`src/rtl/core/sbsc_pkg.sv`:
```
`default_nettype none
// ----------------------------------------------------------------------------
// sbsc_pkg
// shared constants and register codes for the segment box slab clipper
// ----------------------------------------------------------------------------
package sbsc_pkg;

    localparam int COORD_WIDTH_DEF     = 24;
    localparam int PARAM_FRAC_BITS_DEF = 16;
    localparam int TOL_W               = 16;
    localparam int CFG_IDX_W           = 2;

    typedef enum logic [CFG_IDX_W-1:0] {
        REG_DIR_TOL   = 2'd0,
        REG_PARAM_TOL = 2'd1
    } cfg_reg_t;

    localparam logic [TOL_W-1:0] DIR_TOL_RST   = 16'd1;
    localparam logic [TOL_W-1:0] PARAM_TOL_RST = 16'd1;

endpackage
`default_nettype wire

```
`src/rtl/core/sbsc_div.sv`:
```
`default_nettype none
// ----------------------------------------------------------------------------
// sbsc_div
// pipelined restoring divider, one quotient bit per stage, saturated ratio
// ----------------------------------------------------------------------------
module sbsc_div
    import sbsc_pkg::*;
#(
    parameter int CW = COORD_WIDTH_DEF,
    parameter int PF = PARAM_FRAC_BITS_DEF
)
(
    input  wire logic                clk,
    input  wire logic                en,
    input  wire logic [CW:0]         num_mag,
    input  wire logic [CW:0]         den_mag,
    input  wire logic                neg,
    output logic signed [PF+2:0]     ratio
);
    localparam int QB = PF + 2;
    localparam int NW = CW + 1 + PF;
    localparam logic [QB-1:0] TSAT = QB'(1) << (PF + 1);

    logic [NW-1:0] rem_reg [QB+1];
    logic [CW:0]   den_reg [QB+1];
    logic [QB-1:0] q_reg   [QB+1];
    logic          ovf_reg [QB+1];
    logic          neg_reg [QB+1];
    logic signed [PF+2:0] ratio_reg;

    // entry: scale numerator, flag quotients of 4 or more
    always_ff @(posedge clk)
    begin
        if (en)
        begin
            rem_reg[0] <= {num_mag, PF'(0)};
            den_reg[0] <= den_mag;
            q_reg[0]   <= '0;
            ovf_reg[0] <= ((CW+3)'(num_mag) >= {den_mag, 2'b00});
            neg_reg[0] <= neg;
        end
    end

    for (genvar j = 1; j <= QB; j++)
    begin : g_bit
        localparam int K = QB - j;
        logic [NW:0] dsh;
        logic [NW:0] remx;
        assign dsh  = (NW+1)'(den_reg[j-1]) << K;
        assign remx = {1'b0, rem_reg[j-1]};
        always_ff @(posedge clk)
        begin
            if (en)
            begin
                if (remx >= dsh)
                begin
                    rem_reg[j] <= NW'(remx - dsh);
                    q_reg[j]   <= q_reg[j-1] | (QB'(1) << K);
                end
                else
                begin
                    rem_reg[j] <= rem_reg[j-1];
                    q_reg[j]   <= q_reg[j-1];
                end
                den_reg[j] <= den_reg[j-1];
                ovf_reg[j] <= ovf_reg[j-1];
                neg_reg[j] <= neg_reg[j-1];
            end
        end
    end

    logic [QB-1:0] mag;
    assign mag = (ovf_reg[QB] || (q_reg[QB] > TSAT)) ? TSAT : q_reg[QB];

    always_ff @(posedge clk)
    begin
        if (en)
        begin
            ratio_reg <= neg_reg[QB] ? -$signed({1'b0, mag}) : $signed({1'b0, mag});
        end
    end

    assign ratio = ratio_reg;
endmodule
`default_nettype wire

```
`config.mk`:
```
export PLATFORM = sky130hd
export DESIGN_NAME = sbsc_div
export DESIGN_NICKNAME = d
export VERILOG_FILES = /design/src/rtl/core/sbsc_pkg.sv /design/src/rtl/core/sbsc_div.sv
export SDC_FILE = /design/constraint.sdc
export NUM_CORES = 2
export LEC_CHECK = 0
export BUFFER_PORTS_ARGS = -buffer_cell sky130_fd_sc_hd__buf_2
export CAP_MARGIN = 5
export CORE_UTILIZATION = 57
export DETAILED_ROUTE_END_ITERATION = 8
export GPL_TIMING_DRIVEN = 0
export PLACE_DENSITY_LB_ADDON = 0.05
export SYNTH_ARGS = -nofsm -noshare
export SYNTH_HDL_FRONTEND = slang
export SYNTH_SLANG_ARGS = --single-unit
```
`constraint.sdc`:
```
create_clock -name clk -period 7.5 [get_ports clk]
set_input_delay 1.5 -clock clk [delete_from_list [all_inputs] [get_ports clk]]
set_output_delay 1.5 -clock clk [all_outputs]
set_load 0.05 [all_outputs]
```
==> Word level (Yosys, flattened, before mapping) <==
Memory sizes are Yosys's and may differ from the RTL's.
Cells that the tools add are included.
{ "totals": {"memories": 5, "mem_bits_rw": 1634, "reg_bits": 19, "out_inout_bits": 19, "inputBits": 53, "wordCells": 231} }
{ "mem_list": {"columns": ["memory", "depth", "width", "read_ports", "rd_clocked_by_memory_dff", "wr", "line", "source"], "rows": [
  ["rem_reg", 19, 41, 18, 0, 19, "sbsc_div.sv:24", "logic [NW-1:0] rem_reg [QB+1];"],
  ["den_reg", 19, 25, 18, 0, 19, "sbsc_div.sv:25", "logic [CW:0] den_reg [QB+1];"],
  ["q_reg", 19, 18, 19, 0, 19, "sbsc_div.sv:26", "logic [QB-1:0] q_reg [QB+1];"],
  ["neg_reg", 19, 1, 19, 0, 19, "sbsc_div.sv:28", "logic neg_reg [QB+1];"],
  ["ovf_reg", 19, 1, 19, 0, 19, "sbsc_div.sv:27", "logic ovf_reg [QB+1];"]
]} }
{ "op_classes": {"n_reduce_logical": 1, "order_cmp": 20, "bitwise_logic": 36, "addsub": 19, "n_mux": 148} }
{ "op_table": {"columns": ["operator", "count"], "rows": [
  ["$mux W41", 18],
  ["$mux W18", 20],
  ["$mux W1", 110],
  ["$sub A41 B41 Y41", 2],
  ["$ge A41 B42 Y1", 1],
  ["$ge A41 B25 Y1", 1],
  ["$ge A41 B26 Y1", 1],
  ["$ge A41 B27 Y1", 1],
  ["$ge A41 B28 Y1", 1],
  ["$ge A41 B29 Y1", 1],
  ["$ge A41 B30 Y1", 1],
  ["$ge A41 B31 Y1", 1],
  ["$ge A41 B32 Y1", 1],
  ["$ge A41 B33 Y1", 1],
  ["$ge A41 B34 Y1", 1],
  ["$ge A41 B35 Y1", 1],
  ["$ge A41 B36 Y1", 1],
  ["$ge A41 B37 Y1", 1],
  ["$ge A41 B38 Y1", 1],
  ["$ge A41 B39 Y1", 1],
  ["$ge A41 B40 Y1", 1],
  ["$ge A41 B41 Y1", 1],
  ["$sub A41 B25 Y41", 1],
  ["$sub A41 B26 Y41", 1],
  ["19 further kinds", 54]
]} }

==> Longest topological paths before layout <==
An unclocked memory read counts as a cell.
{ "logic_depth": {"word_depth": 6, "mapped_depth": 15, "ltp_nobuf": 13} }

==> Least setup slack after synthesis <==
Ideal clock, no wire load.
{ "synth_path": {"path_type": "input-to-reg", "start": "in en", "end": "mem q_reg[17][10] in the netlist's numbering, enable pin", "path_buffers": 4, "t_arrival_ps": 3864, "setup_ps": 435, "cell_stages": 4, "setup_slack_ps": 3201, "t_required_ps": 7065, "path_cell_list": "clkbuf_1 clkbuf_1 clkbuf_1 clkbuf_1"} }
{ "synth_lines": {"columns": ["item", "line", "source"], "rows": [
  ["from (decl)", "sbsc_div.sv:14", "input wire logic en,"],
  ["to (decl)", "sbsc_div.sv:26", null]
]} }

==> impl.org <==
** Status
- Status :: finished clean

** Yosys
- Area of the mapped netlist :: 69390 µm²
- Average cell area after synthesis :: 11.10 µm²
- The number of nets in the synthesized netlist is between 6000 and 7000.
- Most instantiated flip-flop cell in the synthesis netlist :: sky130_fd_sc_hd__edfxtp_1
- Total number of yosys warnings :: 0
- Library cells used by synthesis :: 100
- Synthesis inferred between 1000 and 1500 register bits.
- Share of async-settable or async-resettable flops after synthesis :: 0
- After technology mapping, the gate count stands at 6252.
- Yosys mapped a number of flops with a built-in enable equal to 1248.
- Post-synthesis sequential area ratio :: 0.5401

** Global route
- M1 GR Usage :: 0.3903
- Global route overflow :: 0
- Antenna violations before repair :: 4
- Global-route wire length before repair :: about 260 mm
- Across every metal layer, demand over resource in global routing totals 0.2786.
- GRT met2 Usage :: 0.4346
- Entering global routing, the biggest net connects 125 pins.
- For met3 alone, demand over resource in global routing was 0.05330.
- Number of global-route vias before repair :: 45930
- After global routing, the most crowded layer is met2.

** Setup path
- Together, buffers and inverters on the worst path number 5.
- The largest individual stage delay along the critical path comes from the cell sky130_fd_sc_hd__clkbuf_1.
- The largest single stage delay on the critical path is approximately 1.1 ns.
- The worst setup path is launched from a primary input.
- Counting buffers and inverters, the worst setup path is 10 cells deep.
- Grouping stages by cell kind, the critical path spends the most delay in buffers and inverters.
- In this run the worst path has a maximum fanout of 124.
- By startpoint and endpoint, the worst setup path is classified as in -> reg.
- Among the stages of the critical path, the cell type that occurs most often is sky130_fd_sc_hd__clkbuf_1.
- Depth of the worst register-to-register path :: 12
- The worst setup path is captured at a register.
- At the worst endpoint, the arrival time is 7.34 ns.
- Traced cell by cell, the critical path runs through buf_8, buf_16, clkbuf_1, clkbuf_1, clkbuf_1, nor4b_1, nand2_1, nor4_1, o2111ai_1, a31o_2.
- Setup slack of the most critical reg-to-reg path :: about 3.1 ns
- For the worst setup path, the data required time is 8.00 ns.

** Power and ir drop
- Power density normalized to cell area :: 375.0 nW/µm²
- The analysis attributes to cell leakage a power of 30.61 nW.
- Cell internal power was estimated by the tool at 0.01851 W.
- Switching Fraction :: 0.3577
- Clock network fraction of design power :: 0.242
- Gate power share :: 0.372
- Switching power of the nets :: 0.01031 W
- The share of total power dissipated in sequential elements is 0.386.
- VDD sags by at most 0.2550 mV.
- The design draws 0.02881 W.

** Floorplanning
- Measured along the x axis, the die boundary spans 350.9 µm.
- Initial standard-cell utilization of the core :: 0.5768
- Count of standard-cell rows :: 127
- I/O pin count :: 72
- Die outline area :: approximately 120000 µm²
- The floorplan step defined a core boundary enclosing approximately 120000 µm².
- Die H :: 350.9 µm

** Timing
- RSZ-0062 raised after global routing :: no
- The routed design could run at a clock period as short as between 6 and 7 ns.
- Number of failing hold endpoints at the final stage :: 0
- Setup-failing EPs final :: 0
- Slew Limit Headroom :: 0.1003
- Final Slew Violations :: 0
- Final period utilization :: 0.9129
- At the pin with the least slew margin, the transition time is 1.350 ns.
- For the final database, setup skew stands at 0.03758 ns.
- Static timing analysis puts the maximum clock frequency at 146.1 MHz.

** Place
- Routability congestion estimate :: 0.9487
- Count of buffers inserted at the top-level ports :: between 70 and 80
- Summed over all nets, the half-perimeter wirelength after detailed placement is 129.8 mm.

** Clock tree
- After clock tree synthesis, the setup repair step added 0 buffers.
- TritonCTS built the clock tree.
- Clock Path Buffers :: 3
- After clock tree synthesis, the clock-pin slew on the worst setup and hold paths is 0.06 ns.
- The root buffer cell chosen for the clock tree is sky130_fd_sc_hd__clkbuf_16.
- The tree built by TritonCTS fans out to 1248 sinks.
- The number of gates resized after CTS was 0.
- Clock latency on the worst-skew pair, taken at its later pin, is 0.79 ns.
- Inserted Clock Buffers :: 139
- H-tree lvl count :: 4
- Hold repair after CTS inserted 0 buffers.

** Drt
- The first TritonRoute pass finished after 6 iterations.
- Vias/cell :: 5.888
- The detail route stage leaves a number of antenna-violating nets equal to 0.
- After detailed routing, the number of remaining DRC violations is 0.
- After detailed routing, the average wire length per cell comes to approximately 21 µm.
- The routed layout has between 40000 and 50000 vias.
- Total Routed Length :: between 150 and 200 mm
- DR iter-0 viols :: 3960

** Worst hold path
- Instance count along the most critical hold path :: 0
- Path category of the worst min-delay check :: reg -> reg

** Layout
- Measured on the finished design, the core utilization comes to 0.6387.
- Of the cells placed in the final design, the portion with a size suffix greater than 1 is 0.07496.
- The area growth from synthesis to layout is 10.73%.
- The register with the most flip-flops in the layout has 570 of them.
- Filler instances :: 9710
- Number of nets at the end of the flow :: ~7000

** Flow run
- The tool flagged a number of max-cap violations equal to 0.
## worst paths after layout
check                                         startpoint                          to
worst min-delay path               ovf_reg[14]$_DFFE_PP_       ovf_reg[15]$_DFFE_PP_
worst min register to register     ovf_reg[14]$_DFFE_PP_       ovf_reg[15]$_DFFE_PP_
worst max-delay path                                  en  q_reg[18][0]$_SDFFCE_PN1P_
worst max register to register  den_reg[13][1]$_DFFE_PP_   rem_reg[14][38]$_DFFE_PP_
## power by group through the flow
stage / Sequential [W] / Clock (W) / Combinational, W
floorplan: 0.0106 / 0 / 0.00827
global placement: 0.0113 / 0 / 0.0104
detailed placement: 0.0113 / 0 / 0.0105
CTS: 0.0111 / 0.00711 / 0.0106
global route: 0.0112 / 0.00738 / 0.0120
finish: 0.0111 / 0.00697 / 0.0107
## cells in the final DEF (no fill, tap or decap), types with 28 or more instances in the layout
master / Yosys / routed
sky130_fd_sc_hd__edfxtp_1: 1248 / 1248
sky130_fd_sc_hd__inv_1: 599 / 599
sky130_fd_sc_hd__nand2_1: 536 / 536
sky130_fd_sc_hd__ha_1: 472 / 472
sky130_fd_sc_hd__o21ai_0: 435 / 435
sky130_fd_sc_hd__a21oi_1: 418 / 418
sky130_fd_sc_hd__nor2_1: 368 / 368
sky130_fd_sc_hd__xnor2_1: 235 / 235
sky130_fd_sc_hd__xor2_1: 228 / 228
sky130_fd_sc_hd__a21o_1: 213 / 213
sky130_fd_sc_hd__clkbuf_16: 0 / 139
sky130_fd_sc_hd__nand3_1: 136 / 136
sky130_fd_sc_hd__nor3_1: 134 / 134
sky130_fd_sc_hd__clkbuf_1: 103 / 113
sky130_fd_sc_hd__buf_2: 34 / 104
sky130_fd_sc_hd__nor2b_1: 83 / 83
sky130_fd_sc_hd__nand4_1: 78 / 78
sky130_fd_sc_hd__o21a_1: 77 / 77
sky130_fd_sc_hd__mux2_2: 66 / 66
sky130_fd_sc_hd__nand2b_1: 62 / 62
sky130_fd_sc_hd__nor4_1: 59 / 59
sky130_fd_sc_hd__o21bai_1: 53 / 53
sky130_fd_sc_hd__or3_1: 46 / 46
sky130_fd_sc_hd__a31oi_1: 42 / 42
sky130_fd_sc_hd__and3_1: 40 / 40
sky130_fd_sc_hd__o31ai_1: 40 / 40
sky130_fd_sc_hd__o211ai_1: 34 / 34
sky130_fd_sc_hd__a211oi_1: 31 / 31
sky130_fd_sc_hd__or2_2: 28 / 28
sky130_fd_sc_hd__clkinv_1: 0 / 28
## layout make-up
type	count	area [µm²]	area share
Buffer	146	633.1	0.008241
Tap cell	1612	2017	0.02625
Clock inverter	87	1137	0.01480
Timing Repair Buffer	86	683.2	0.008892
Antenna cell	1	2.502	0.00003257
Clock buffer	165	3576	0.04654
Inverter	599	2248	0.02927
Multi-Input combinational cell	4259	29060	0.3782
Sequential cell	1248	37480	0.4878
## layer usage
| metal | up-vias | routed length (µm) |
|---|---|---|
| met5 | - | 33 |
| met4 | 4 | 5465 |
| met3 | 296 | 10550 |
| met2 | 1329 | 77570 |
| met1 | 23280 | 77450 |
| li1 | 23380 | - |
## worst register-to-register path, delay by kind of cell (launching register included)
kind	cells	cell delay (ns)
adders and majority gates	1	0.29
xor gates and xnor gates	1	0.15
AOI/OAI and AO/OA	6	2.44
buffers and inverters	1	0.06
DFF	1	0.41
and+or+nand+nor	3	0.77
## Yosys cell counts, drive strengths merged, types with 9 or more instances
library cell     n  area (µm²)
o211ai          35       267.8
o41ai           14       130.1
a31o            17       148.9
mux2            66       743.2
o21a            77       578.1
and2            24       150.1
o21ai          450        2267
a21oi          419        2101
nor3b           17       132.6
o31ai           44       350.3
nor4b           15       167.7
inv            599        2248
nor3           137       700.7
or3             47       299.0
nor2b           83       519.3
nand3          136       680.7
o2111ai         10       87.58
edfxtp        1248       37480
and4            14       122.6
nor4            63       436.7
xor2           228        1997
nand2          536        2012
or4             20       157.7
buf             43       219.0
and3            40       250.2
nand3b           9       67.56
clkbuf         103       386.6
or2             28       175.2
a2111oi         13       132.6
o31a            13       115.1
xnor2          235        2058
a21boi          21       157.7
fa              17       340.3
a211oi          33       257.7
nand4           78       488.0
o21bai          53       397.9
a21o           213        1599
a31oi           43       275.3
nand2b          62       387.9
nor2           369        1388
ha             472        5906
a211o            9       78.83
## metrics by stage
stage | cells | area [µm²] | setup slack, ns | hold WS [ns] | TNS (ns)
after detailed placement | 7949 | 72110 | -0.2575 | 0.4045 | -0.2575
after global placement | 7935 | 71760 | -9.445 | 0.4002 | -
after floorplan | 6252 | 69390 | 3.201 | 0.4003 | 0
final | 8203 | 76830 | 0.6535 | 0.4043 | 0
after global routing | 8202 | 76830 | 0.4116 | 0.4112 | 0
after CTS | 8201 | 76820 | 0.5820 | 0.4008 | 0
## kinds of logic (layout without fill, tap and decap cells)
group                      count (synthesis)  in the layout  share of synthesized area
and+or+nand+nor                         1693           1693                     0.1194
adders and majority gates                489            489                    0.09002
xor gates and xnor gates                 463            463                    0.05844
other                                      0              1                          0
DFF                                     1248           1248                     0.5401
muxes                                     71             71                    0.01143
AOI/OAI and AO/OA                       1543           1543                     0.1395
buffers and inverters                    745           1083                    0.04113
No activity file was read; power rests on OpenSTA's default activity.
