==> src/rtl/core/sbsc_pkg.sv <==
`default_nettype none
// ----------------------------------------------------------------------------
// sbsc_pkg
// shared constants and register codes for the segment box slab clipper
// ----------------------------------------------------------------------------
package sbsc_pkg;

    localparam int COORD_WIDTH_DEF     = 24;
    localparam int PARAM_FRAC_BITS_DEF = 16;
    localparam int TOL_W               = 16;
    localparam int CFG_IDX_W           = 2;

    typedef enum logic [CFG_IDX_W-1:0] {
        REG_DIR_TOL   = 2'd0,
        REG_PARAM_TOL = 2'd1
    } cfg_reg_t;

    localparam logic [TOL_W-1:0] DIR_TOL_RST   = 16'd1;
    localparam logic [TOL_W-1:0] PARAM_TOL_RST = 16'd1;

endpackage
`default_nettype wire

==> src/rtl/core/sbsc_point.sv <==
`default_nettype none
// ----------------------------------------------------------------------------
// sbsc_point
// moves one coordinate along the segment: start + round(dir * t), or orig on a miss, two stages
// ----------------------------------------------------------------------------
module sbsc_point
    import sbsc_pkg::*;
#(
    parameter int CW = COORD_WIDTH_DEF,
    parameter int PF = PARAM_FRAC_BITS_DEF
)
(
    input  wire logic                 clk,
    input  wire logic                 en,
    input  wire logic                 hit,
    input  wire logic signed [CW-1:0] base,
    input  wire logic signed [CW-1:0] orig,
    input  wire logic signed [CW:0]   dir,
    input  wire logic signed [PF+2:0] t,
    output logic signed [CW-1:0]      res
);
    localparam int PW = CW + PF + 4;
    localparam logic signed [PW-1:0] HALF = PW'(1) << (PF - 1);

    logic signed [PW-1:0] prod_reg;
    logic signed [CW-1:0] base_reg;
    logic signed [CW-1:0] orig_reg;
    logic                 hit_reg;
    logic signed [CW-1:0] res_reg;
    logic signed [PW-1:0] rnd;

    always_ff @(posedge clk)
    begin
        if (en)
        begin
            prod_reg <= PW'(dir) * PW'(t);
            base_reg <= base;
            orig_reg <= orig;
            hit_reg  <= hit;
        end
    end

    // round to nearest, ties upward
    assign rnd = (prod_reg + HALF) >>> PF;

    always_ff @(posedge clk)
    begin
        if (en)
        begin
            res_reg <= hit_reg ? CW'(base_reg + rnd[CW-1:0]) : orig_reg;
        end
    end

    assign res = res_reg;
endmodule
`default_nettype wire

==> config.mk <==
export PLATFORM = sky130hd
export DESIGN_NAME = sbsc_point
export DESIGN_NICKNAME = d
export VERILOG_FILES = /design/src/rtl/core/sbsc_pkg.sv /design/src/rtl/core/sbsc_point.sv
export SDC_FILE = /design/constraint.sdc
export NUM_CORES = 1
export LEC_CHECK = 0
export ABC_AREA = 1
export BUFFER_PORTS_ARGS = -buffer_cell sky130_fd_sc_hd__buf_4
export CAP_MARGIN = 20
export CORE_MARGIN = 2
export CORE_UTILIZATION = 65
export CTS_CLUSTER_SIZE = 20
export DETAILED_ROUTE_END_ITERATION = 12
export PLACE_DENSITY = 0.84
export SETUP_SLACK_MARGIN = 0.5
export SLEW_MARGIN = 25
export SYNTH_ARGS = -nofsm -noshare
export SYNTH_HDL_FRONTEND = slang
export SYNTH_SLANG_ARGS = --single-unit
==> constraint.sdc <==
create_clock -name clk -period 13.4 [get_ports clk]
set_input_delay 3.35 -clock clk [delete_from_list [all_inputs] [get_ports clk]]
set_output_delay 3.35 -clock clk [all_outputs]
set_load 0.005 [all_outputs]
# --- After elaboration in Yosys (flattened, before gate mapping) ---
# Index checks and enable logic that the tools add are counted.
totals:
  reg_bits: 113
  in_bits: 95
  out_inout_bits: 24
  elab_cells: 9
op_classes:
  add_sub_neg: 2
  n_mul: 1
  mux: 1
op_table:
  columns: ["cell", "n"]
  rows:
  - ["40-bit by 17-bit adder with 40-bit output (second input constant)", 1]
  - ["25-bit by 19-bit multiplier with 40-bit output", 1]
  - ["24-bit adder", 1]
  - ["24-bit 2-to-1 mux", 1]

# --- Logic depth before layout (Yosys ltp) ---
# Gate-level depths: netlist (run 1).
logic_depth:
  word_depth: 3
  mapped_depth: 30
  ltp_nobuf: 28

# --- Worst setup path before layout (run 1) ---
# Ideal clock, no wire load.
synth_timing:
  path_type: "input-to-reg"
  startpoint: "input port dir[24]"
  endpoint: "register prod_reg[39] (data pin)"
  arrival_ns: 8.831
  path_slack_ns: 4.316
  stages: 23
  n_path_buf: 2
  cell_sequence: "clkbuf_1 clkbuf_1 nand2_1 inv_1 fa_1 fa_1 fa_1 inv_1 fa_1 fa_1 fa_1 inv_1 ha_1 ha_1 inv_1 nor3_1 nand2_1 nor2_1 nand2_1 a21oi_1 nor2_1 nand3_1 nand2_1"
synth_between:
  elab_chain_cells: 1
synth_lines:
  columns: ["element", "line", "rtl"]
  rows:
  - ["from (decl)", "sbsc_point.sv:18", "input wire logic signed [CW:0] dir,"]
  - ["25-bit by 19-bit multiplier with 40-bit output", "sbsc_point.sv:36", "prod_reg <= PW'(dir) * PW'(t);"]
  - ["to (signal assigned)", "sbsc_point.sv:36", null]
  - ["to (decl)", "sbsc_point.sv:25", "logic signed [PW-1:0] prod_reg;"]
# No other way between the ends.
# A chain may end at the register's enable or synchronous reset.

# --- Worst setup path in the final report (run 1) ---
layout_timing:
  startpoint: "input port t[1]"
  endpoint: "register prod_reg[39] (data pin)"
layout_between:
  elab_chain_cells: 1
layout_lines:
  columns: ["element", "line", "rtl"]
  rows:
  - ["from (decl)", "sbsc_point.sv:19", "input wire logic signed [PF+2:0] t,"]
  - ["25-bit by 19-bit multiplier with 40-bit output", "sbsc_point.sv:36", null]
# No other way between the ends.

==> run summary, run 1 <==
Worst EP arrival: 9.27 ns
synth warn: 0
Cell variety after synth: 40
number of synthesized register bits: 98
drt wl/cell: 17.10 µm
R2R setup slack: 9.94 ns
clock-pin slew on the worst setup and hold paths: 0.07 ns
CTS tree: yes
first-pass GRT wire length: 91870 µm
H-tree levels: 3
TritonRoute pass-1 iters: 6
slew margin rel.: 46.80%
number of port buffers: 118
syn avg cell area: 8.148 µm²
# diodes: 0
crit-path leading delay family: adder cells
slowest stage delay, CP: 0.81 ns
number of global-route vias before repair: 18910
Max Root-Sink Buffers: 2
Largest register FFs: 25
fin. max-slew vios: 0
Worst setup SP type: input pin
Synth Cell Area: 21790 µm²
core area: 33280 µm²
cts repair resizes: 0
setup TNS: 0 ns
status: finished clean
initial antenna violation count: 0
crit-path most repeated cell: fa_1
CP Class: input pin to register
routed wl met2: 26640 µm
Vias: 17100
Synthesized Nets: 3343
CP max FO: 25
num rows: 67
worst hold slack: 0.5216 ns
final wirelength: 53880 µm
share of cells above drive strength 1: 5.885%
post-DR vias/cell: 5.428
Clock Tree Root: clkbuf_16
Overflow after GRT: 0
CP Data Required Time: 13.51 ns
post-route ant nets: 0
Worst-Margin Slew: 0.7980 ns
top layer reached by signal wires: met4
clock sinks: 98
final-report hold violation count: 0
crit-path cells: buf_4, nand2_1, inv_1, fa_1, fa_1, fa_1, inv_1, fa_1, inv_1, fa_1, fa_1, ha_1, ha_1, a21oi_1, o21ai_0, nand2_1, nand3_1, a21oi_1, nand2_1, nor2_1, inv_1, nand2_1, nand2_1
clock skew: 0.007784 ns
Clock Latency Late Sink: 0.34 ns
RD Place Congestion: 0.9654
max-cap violations: 0
die area: 35010 µm²
hold crit path type: register to register
Max Clk Rate: 0.1092 GHz
unrepaired setup endpoints after global routing: no
Top Ports: 119
cts hold-fix bufs: 0
Worst path slowest cell: fa_1
Starting Density: 65.49%
largest net degree at the start of global routing: 52
die width: 187.1 µm
Inserted Clock Buffers: 9
Iteration-0 DRC Markers: 1158
Final nets: 3365
postcts setup bufs: 0
Setup violations, final: 0
sequential-to-total area share from yosys stat: 13.50%
Syn-to-layout area delta: 6.011%
die height: 187.1 µm
routed wl met3: 4036 µm
GRT Util Overall: 33.00%
Tcrit/Tclk final: 68.33%
Buf/Inv on CP: 5
Syn Inst Count: 2675
Residual DRC: 0
Worst Setup End Kind: register
Final Critical Period: 9.156 ns
detailed placement HPWL: 44520 µm
met1 WL: 21270 µm
[per-layer routing]
| layer | GRT usage, % | vias up |
|---|---|---|
| met2 | 57.36 | 806 |
| met3 | 3.171 | 155 |
| met4 | 12.06 | 0 |
| met1 | 43.49 | 8350 |
| met5 | 0 | - |
| li1 | - | 7787 |
[cells in the mapped netlist]
cell type | instances | area (µm²)
o31ai_1 | 1 | 7.510
nand2_2 | 3 | 18.77
xor2_1 | 36 | 315.3
nor3_2 | 2 | 20.02
nand3_1 | 52 | 260.3
nand3b_1 | 1 | 7.510
nand2_4 | 2 | 22.52
inv_1 | 739 | 2774
nand4_1 | 19 | 118.9
ha_1 | 135 | 1689
o21ai_1 | 1 | 5.000
nor3b_1 | 1 | 7.510
a21oi_1 | 66 | 330.3
nand4_2 | 2 | 25.02
xnor2_2 | 1 | 16.27
nor2_1 | 102 | 382.9
o211ai_1 | 1 | 7.510
nand2_1 | 729 | 2736
o21ai_0 | 43 | 215.2
buf_2 | 6 | 30.03
o2111ai_1 | 1 | 8.760
fa_1 | 438 | 8768
a31oi_1 | 10 | 62.56
nor3b_2 | 1 | 12.51
a31o_2 | 1 | 8.760
buf_1 | 11 | 41.29
edfxtp_1 | 98 | 2943
a21o_1 | 9 | 67.56
o21a_1 | 2 | 15.01
buf_4 | 2 | 15.01
a21boi_0 | 3 | 22.52
clkbuf_1 | 89 | 334.1
xnor2_1 | 23 | 201.4
nor3b_4 | 1 | 18.77
or2_2 | 8 | 50.05
o22ai_1 | 1 | 6.260
nor3_1 | 17 | 85.08
nor4_1 | 5 | 31.28
nor2_4 | 4 | 45.04
o21bai_1 | 9 | 67.56
[logic make-up after synthesis]
kind of cell    Yosys count  synth area share (%)
xor+xnor                 60                 2.446
fa+ha+maj               573                 47.98
flops                    98                 13.50
compound gates          148                 3.783
buf+inv                 847                 14.66
simple gates            949                 17.63
[worst reg2reg max path: stages (launching register included)]
cell,delay (ns)
edfxtp_1,0.40
ha_1,0.20
nand2_1,0.08
nor2_1,0.09
nand2_1,0.11
nor3_2,0.25
nor3b_4,0.30
nand4_2,0.12
xor2_1,0.15
inv_1,0.05
ha_1,0.40
nand2_1,0.15
nor3_1,0.30
nand2_1,0.09
o21ai_0,0.24
o21ai_0,0.13
nand3_1,0.08
nand2_1,0.07
[stage by stage]
| step | instance area (µm²) | util (%) | std cells | setup WS, ns |
|---|---|---|---|---|
| 3_5_place_dp | 22830 | 68.59 | 3134 | 3.833 |
| 2_1_floorplan | 21790 | - | 2675 | 4.316 |
| 5_1_grt | 23100 | 69.42 | 3150 | 3.785 |
| 6_report | 23100 | 69.42 | 3150 | 4.244 |
| 3_3_place_gp | 22830 | 68.59 | 3134 | 3.969 |
| 4_1_cts | 23100 | 69.42 | 3150 | 4.199 |
[cell type report]
cell class	instances	area, µm²
multi-input cells	1730	15660
fillers	2655	10180
flip-flops and latches	98	2943
inverters	739	2774
repair buffers	119	893.4
well taps	448	560.5
clock buffers	10	229.0
clock inverters	6	47.55
[placed cells by master, fill, tap and decap left out, types with 5 or more instances in the layout]
cell type and count:
o21bai_1 9, nand4_1 19, nand3_1 52, o21ai_0 43, or2_2 8, clkbuf_16 9
nand2_1 729, xnor2_1 23, a21o_1 9, nor2_1 102, buf_4 119, edfxtp_1 98
xor2_1 36, nor4_1 5, nor3_1 17, a21oi_1 66, inv_1 739, a31oi_1 10
ha_1 135, fa_1 438
[final timing paths]
| path | startpoint | endpoint | cells past startpoint |
|---|---|---|---|
| setup / recovery | t[1] | prod_reg[39] | 23 |
| hold / removal | orig_reg[22] | res[22] | 2 |
| hold reg to reg | orig_reg[22] | res[22] | 2 |
| setup reg to reg | prod_reg[16] | res[23] | 17 |
Power of run 1 is not shown: default switching activity piles up to over one toggle a cycle in this logic, so the estimate is an artifact.
==> run 2: changes to the inputs <==
Clock period 13.4 ns to 9.3 ns, I/O delays scaled along.
==> run summary, run 2 (synthesis gave the netlist of run 1 again) <==
Top Ports: 119 (unchanged)
Placed Cells: 3135 (+0.032%)
Syn-to-layout area delta: 6.068% (about the same)
Overflow after GRT: 0 (unchanged)
setup TNS: 0 ns (unchanged)
CP Class: input pin to register
clock-pin slew on the worst setup and hold paths: 0.07 ns (about the same)
max-cap violations: 0 (unchanged)
clock skew: 0.007631 ns (-0.0001526 ns)
Clock Latency Late Sink: 0.35 ns (about the same)
CP startpoint: t[1]
worst hold start: orig_reg[22]
# diodes: 0 (unchanged)
detailed placement HPWL: 45230 µm (+1.6%)
Hold Path Depth: 2 (unchanged)
share of cells above drive strength 1: 5.919% (+0.035 points)
hold crit path type: register to register
unrepaired setup endpoints after global routing: no
TritonRoute pass-1 iters: 5 (-1)
Inserted Clock Buffers: 9 (unchanged)
Final Critical Period: 8.075 ns
clock sinks: 98 (unchanged)
die area: 35010 µm² (unchanged)
Buf/Inv on CP: 4 (-1)
first-pass GRT wire length: 92380 µm (+0.55%)
cts repair resizes: 0 (unchanged)
die height: 187.1 µm (unchanged)
Setup violations, final: 0 (unchanged)
crit-path cells: buf_4, nand2_1, inv_1, fa_1, fa_1, fa_1, inv_1, fa_1, inv_1, fa_1, fa_1, ha_1, ha_1, a21oi_1, a21boi_0, o21ai_0, a31oi_1, nand2_1, nand2_1, nand2_1
crit-path most repeated cell: fa_1
post-route ant nets: 0 (unchanged)
die width: 187.1 µm (unchanged)
Starting Density: 65.49% (unchanged)
Iteration-0 DRC Markers: 1315 (+14%)
core area: 33280 µm² (unchanged)
number of global-route vias before repair: 19070 (+0.80%)
Largest register FFs: 25 (unchanged)
crit-path leading delay family: adder cells
Final nets: 3366 (+0.030%)
RD Place Congestion: 0.9459 (-2.0%)
Critical R2R Launch: prod_reg[16]
CP Data Required Time: 9.41 ns (-4.10 ns)
cts hold-fix bufs: 0 (unchanged)
final-report hold violation count: 0 (unchanged)
Worst Setup End Kind: register
Max Root-Sink Buffers: 2 (unchanged)
num rows: 67 (unchanged)
R2R setup slack: 5.86 ns (-4.08 ns)
commonest non-fill, non-tap cells in the layout: inv_1, nand2_1, fa_1
Residual DRC: 0 (unchanged)
R2R cell count: 17 (unchanged)
Worst-Margin Slew: 0.8040 ns (+0.005987 ns)
drt wl/cell: 17.31 µm (+1.2%)
Tcrit/Tclk final: 86.82%
post-DR vias/cell: 5.461 (+0.61%)
status: finished clean
Worst setup SP type: input pin
largest net degree at the start of global routing: 55 (+5.8%)
Clock Tree Root: clkbuf_16
critical path depth: 20 (-13%)
Worst EP arrival: 8.19 ns (-1.08 ns)
GRT Util Overall: 33.32% (+0.31 points)
CTS tree: yes
postcts setup bufs: 0 (unchanged)
slew margin rel.: 46.40% (-0.40 points)
most common cell after layout, fill and taps aside: inv_1
CP max FO: 25 (unchanged)
slowest stage delay, CP: 0.77 ns (-0.04 ns)
Layout Cells excl Fill: 3151 (+0.032%)
fin. max-slew vios: 0 (unchanged)
number of port buffers: 118 (unchanged)
Max Clk Rate: 0.1238 GHz
Vias: 17210 (+0.64%)
initial antenna violation count: 0 (unchanged)
H-tree levels: 3 (unchanged)
final wirelength: 54530 µm (+1.2%)
Worst path slowest cell: fa_1
run 2: cell types whose count changed in the layout (fill, tap and decap cells not counted):
cell,change
inv_8,+1
inv_6,-4
clkinv_2,-1
buf_4,+1
clkinvlp_4,+1
clkinv_4,+3
run 2: stage by stage:
step                util (%)  hold slack [ns]  area, µm²  setup WS [ns]
global placement       68.62           0.5078      22840          1.013
finish                 69.46           0.5308      23120          1.225
detailed placement     68.62           0.5069      22840         0.8588
floorplan                  -           0.4874      21790          1.241
global route           69.46           0.5440      23120         0.8665
CTS                    69.46           0.5301      23120          1.222
run 2: area by class of cell:
| type | count | area [µm²] |
|---|---|---|
| sequential | 98 | 2943 |
| fill | 2622 | 10160 |
| timing repair buffer | 120 | 900.9 |
| tap | 448 | 560.5 |
| clock inverter | 6 | 52.55 |
| clock buffer | 10 | 229.0 |
| inverter | 739 | 2774 |
| multi-input combinational | 1730 | 15660 |
run 2: per-layer routing:
metal  wire length [µm]  vias up  part of all wire [%]  track usage, %
li1                   -     7771                     -               -
met1              21210     8400                    39           43.66
met2              26300      817                    48           56.43
met3               4184      220                   7.7           3.321
met4               2848        0                   5.2           15.75
met5                  0        -                     0               0
run 2: worst reg2reg max path, cell delays in order (launching register included):
cell	delay, ns
edfxtp_1	0.40
ha_1	0.20
nand2_1	0.07
nor2_1	0.08
nand2_1	0.11
nor3_2	0.25
nor3b_4	0.30
nand4_2	0.13
xor2_1	0.16
inv_1	0.06
ha_1	0.40
nand2_1	0.15
nor3_1	0.30
nand2_1	0.10
o21ai_0	0.25
o21ai_0	0.11
nand3_1	0.08
nand2_1	0.06
run 2: final timing paths:
check | end
worst min register to register | res[22]
worst max-delay path | prod_reg[37]
worst max register to register | res[23]
worst min-delay path | res[22]
Power of run 2 is left out for the same reason.
==> run 3: changes to the inputs <==
Settings changed: PLACE_DENSITY 0.84 to 0.93.
==> run summary, run 3 (synthesis gave the netlist of run 1 again) <==
Clock Tree Root: clkbuf_16
die width: 187.1 µm (unchanged)
clock sinks: 98 (unchanged)
Residual DRC: 0 (unchanged)
Max Root-Sink Buffers: 2 (unchanged)
number of port buffers: 118 (unchanged)
die height: 187.1 µm (unchanged)
cts hold-fix bufs: 0 (unchanged)
hold crit path type: register to register
first-pass GRT wire length: 93710 µm (+1.4%)
final wirelength: 55700 µm (+2.1%)
CP Data Required Time: 9.42 ns (about the same)
setup TNS: 0 ns (unchanged)
num rows: 67 (unchanged)
slew margin rel.: 39.01% (-7.4 points)
Iteration-0 DRC Markers: 1446 (+10%)
cts repair resizes: 0 (unchanged)
clock-pin slew on the worst setup and hold paths: 0.07 ns (about the same)
GRT Util Overall: 33.70% (+0.39 points)
Syn-to-layout area delta: 6.200%
largest net degree at the start of global routing: 59 (+7.3%)
RD Place Congestion: 0.9308 (-1.6%)
max-cap violations: 0 (unchanged)
drt wl/cell: 17.68 µm (+2.2%)
Overflow after GRT: 0 (unchanged)
Worst setup SP type: input pin
CP startpoint: t[2]
post-route ant nets: 0 (unchanged)
Placed Cells: 3134 (-0.032%)
worst hold slack: 0.5328 ns (+0.001982 ns)
Top Ports: 119 (unchanged)
number of global-route vias before repair: 19420 (+1.8%)
fill count: 2406 (-8.2%)
H-tree levels: 3 (unchanged)
Tcrit/Tclk final: 87.02% (+0.20 points)
CP Class: input pin to register
status: finished clean
R2R setup slack: 5.80 ns (-0.06 ns)
clock skew: 0.01194 ns (+0.004314 ns)
CTS tree: yes
Max Clk Rate: 0.1236 GHz (-0.23%)
Starting Density: 65.49% (unchanged)
Largest register FFs: 25 (unchanged)
post-DR vias/cell: 5.594 (+2.4%)
CP max FO: 25 (unchanged)
share of cells above drive strength 1: 5.922% (about the same)
Vias: 17620 (+2.4%)
fin. max-slew vios: 0 (unchanged)
die area: 35010 µm² (unchanged)
Final Critical Period: 8.093 ns (+0.01828 ns)
Final nets: 3365 (-0.030%)
core area: 33280 µm² (unchanged)
Layout Cells excl Fill: 3150 (-0.032%)
Setup crit end: prod_reg[39]
# diodes: 0 (unchanged)
Worst Setup End Kind: register
most common cell after layout, fill and taps aside: inv_1
unrepaired setup endpoints after global routing: no
detailed placement HPWL: 45190 µm (about the same)
initial antenna violation count: 0 (unchanged)
postcts setup bufs: 0 (unchanged)
commonest non-fill, non-tap cells in the layout: inv_1, nand2_1, fa_1
final-report hold violation count: 0 (unchanged)
Setup violations, final: 0 (unchanged)
Inserted Clock Buffers: 9 (unchanged)
Worst-Margin Slew: 0.9149 ns (+0.1109 ns)
Worst EP arrival: 8.21 ns (+0.02 ns)
Critical R2R Launch: prod_reg[15]
reg2reg end: res[23]
Clock Latency Late Sink: 0.37 ns (+0.02 ns)
R2R cell count: 17 (unchanged)
TritonRoute pass-1 iters: 6 (+1)
run 3: cell types whose count changed in the layout (fill, tap and decap cells not counted):
cell,delta
clkbuf_1,-1
bufinv_16,+1
buf_4,-1
clkinvlp_4,-2
clkinv_4,-1
inv_8,+3
run 3: routing by layer:
layer / vias to the layer above / global-route usage (%) / wire length [µm]
met2: 1052 / 58.58 / 27490
li1: 7793 / - / -
met3: 265 / 4.353 / 5181
met5: - / 0 / 0
met1: 8510 / 41.88 / 20070
met4: 0 / 16.51 / 2954
run 3: critical path, stage by stage:
cell	delay [ns]
buf_4	0.32
nand2_1	0.11
inv_1	0.13
fa_1	0.56
fa_1	0.56
fa_1	0.79
inv_1	0.19
fa_1	0.50
fa_1	0.51
fa_1	0.49
inv_1	0.04
ha_1	0.28
ha_1	0.37
inv_1	0.09
nor3_1	0.27
nand2_1	0.11
nor2_1	0.14
nand2_1	0.07
a21oi_1	0.14
nor2_1	0.09
nand3_1	0.07
nand2_1	0.06
run 3: worst min path at each step:
stage	cells past startpoint	to	start	slack, ns
global route	2	res[11]	orig_reg[11]	0.56
detailed placement	2	res[11]	orig_reg[11]	0.52
global placement	2	res[22]	orig_reg[22]	0.51
floorplan	2	res[0]	orig_reg[0]	0.49
finish	2	res[11]	orig_reg[11]	0.53
CTS	2	res[21]	orig_reg[21]	0.53
run 3: final cells by class:
type	count	area (µm²)	share of cell area, %
multi-input combinational	1730	15660	67.65
sequential	98	2943	12.71
inverter	739	2774	11.98
timing repair buffer	119	893.4	3.860
tap	448	560.5	2.422
clock buffer	9	225.2	0.9730
clock inverter	7	92.59	0.4000
run 3: per-stage QoR:
stage / utilization [%] / instance area, µm² / worst slack, ns
after global routing: 69.55 / 23150 / 0.8320
after global placement: 68.59 / 22830 / 0.9835
after CTS: 69.55 / 23150 / 1.244
final: 69.55 / 23150 / 1.207
after detailed placement: 68.59 / 22830 / 0.9002
after floorplan: - / 21790 / 1.241
Power of run 3 is left out for the same reason.
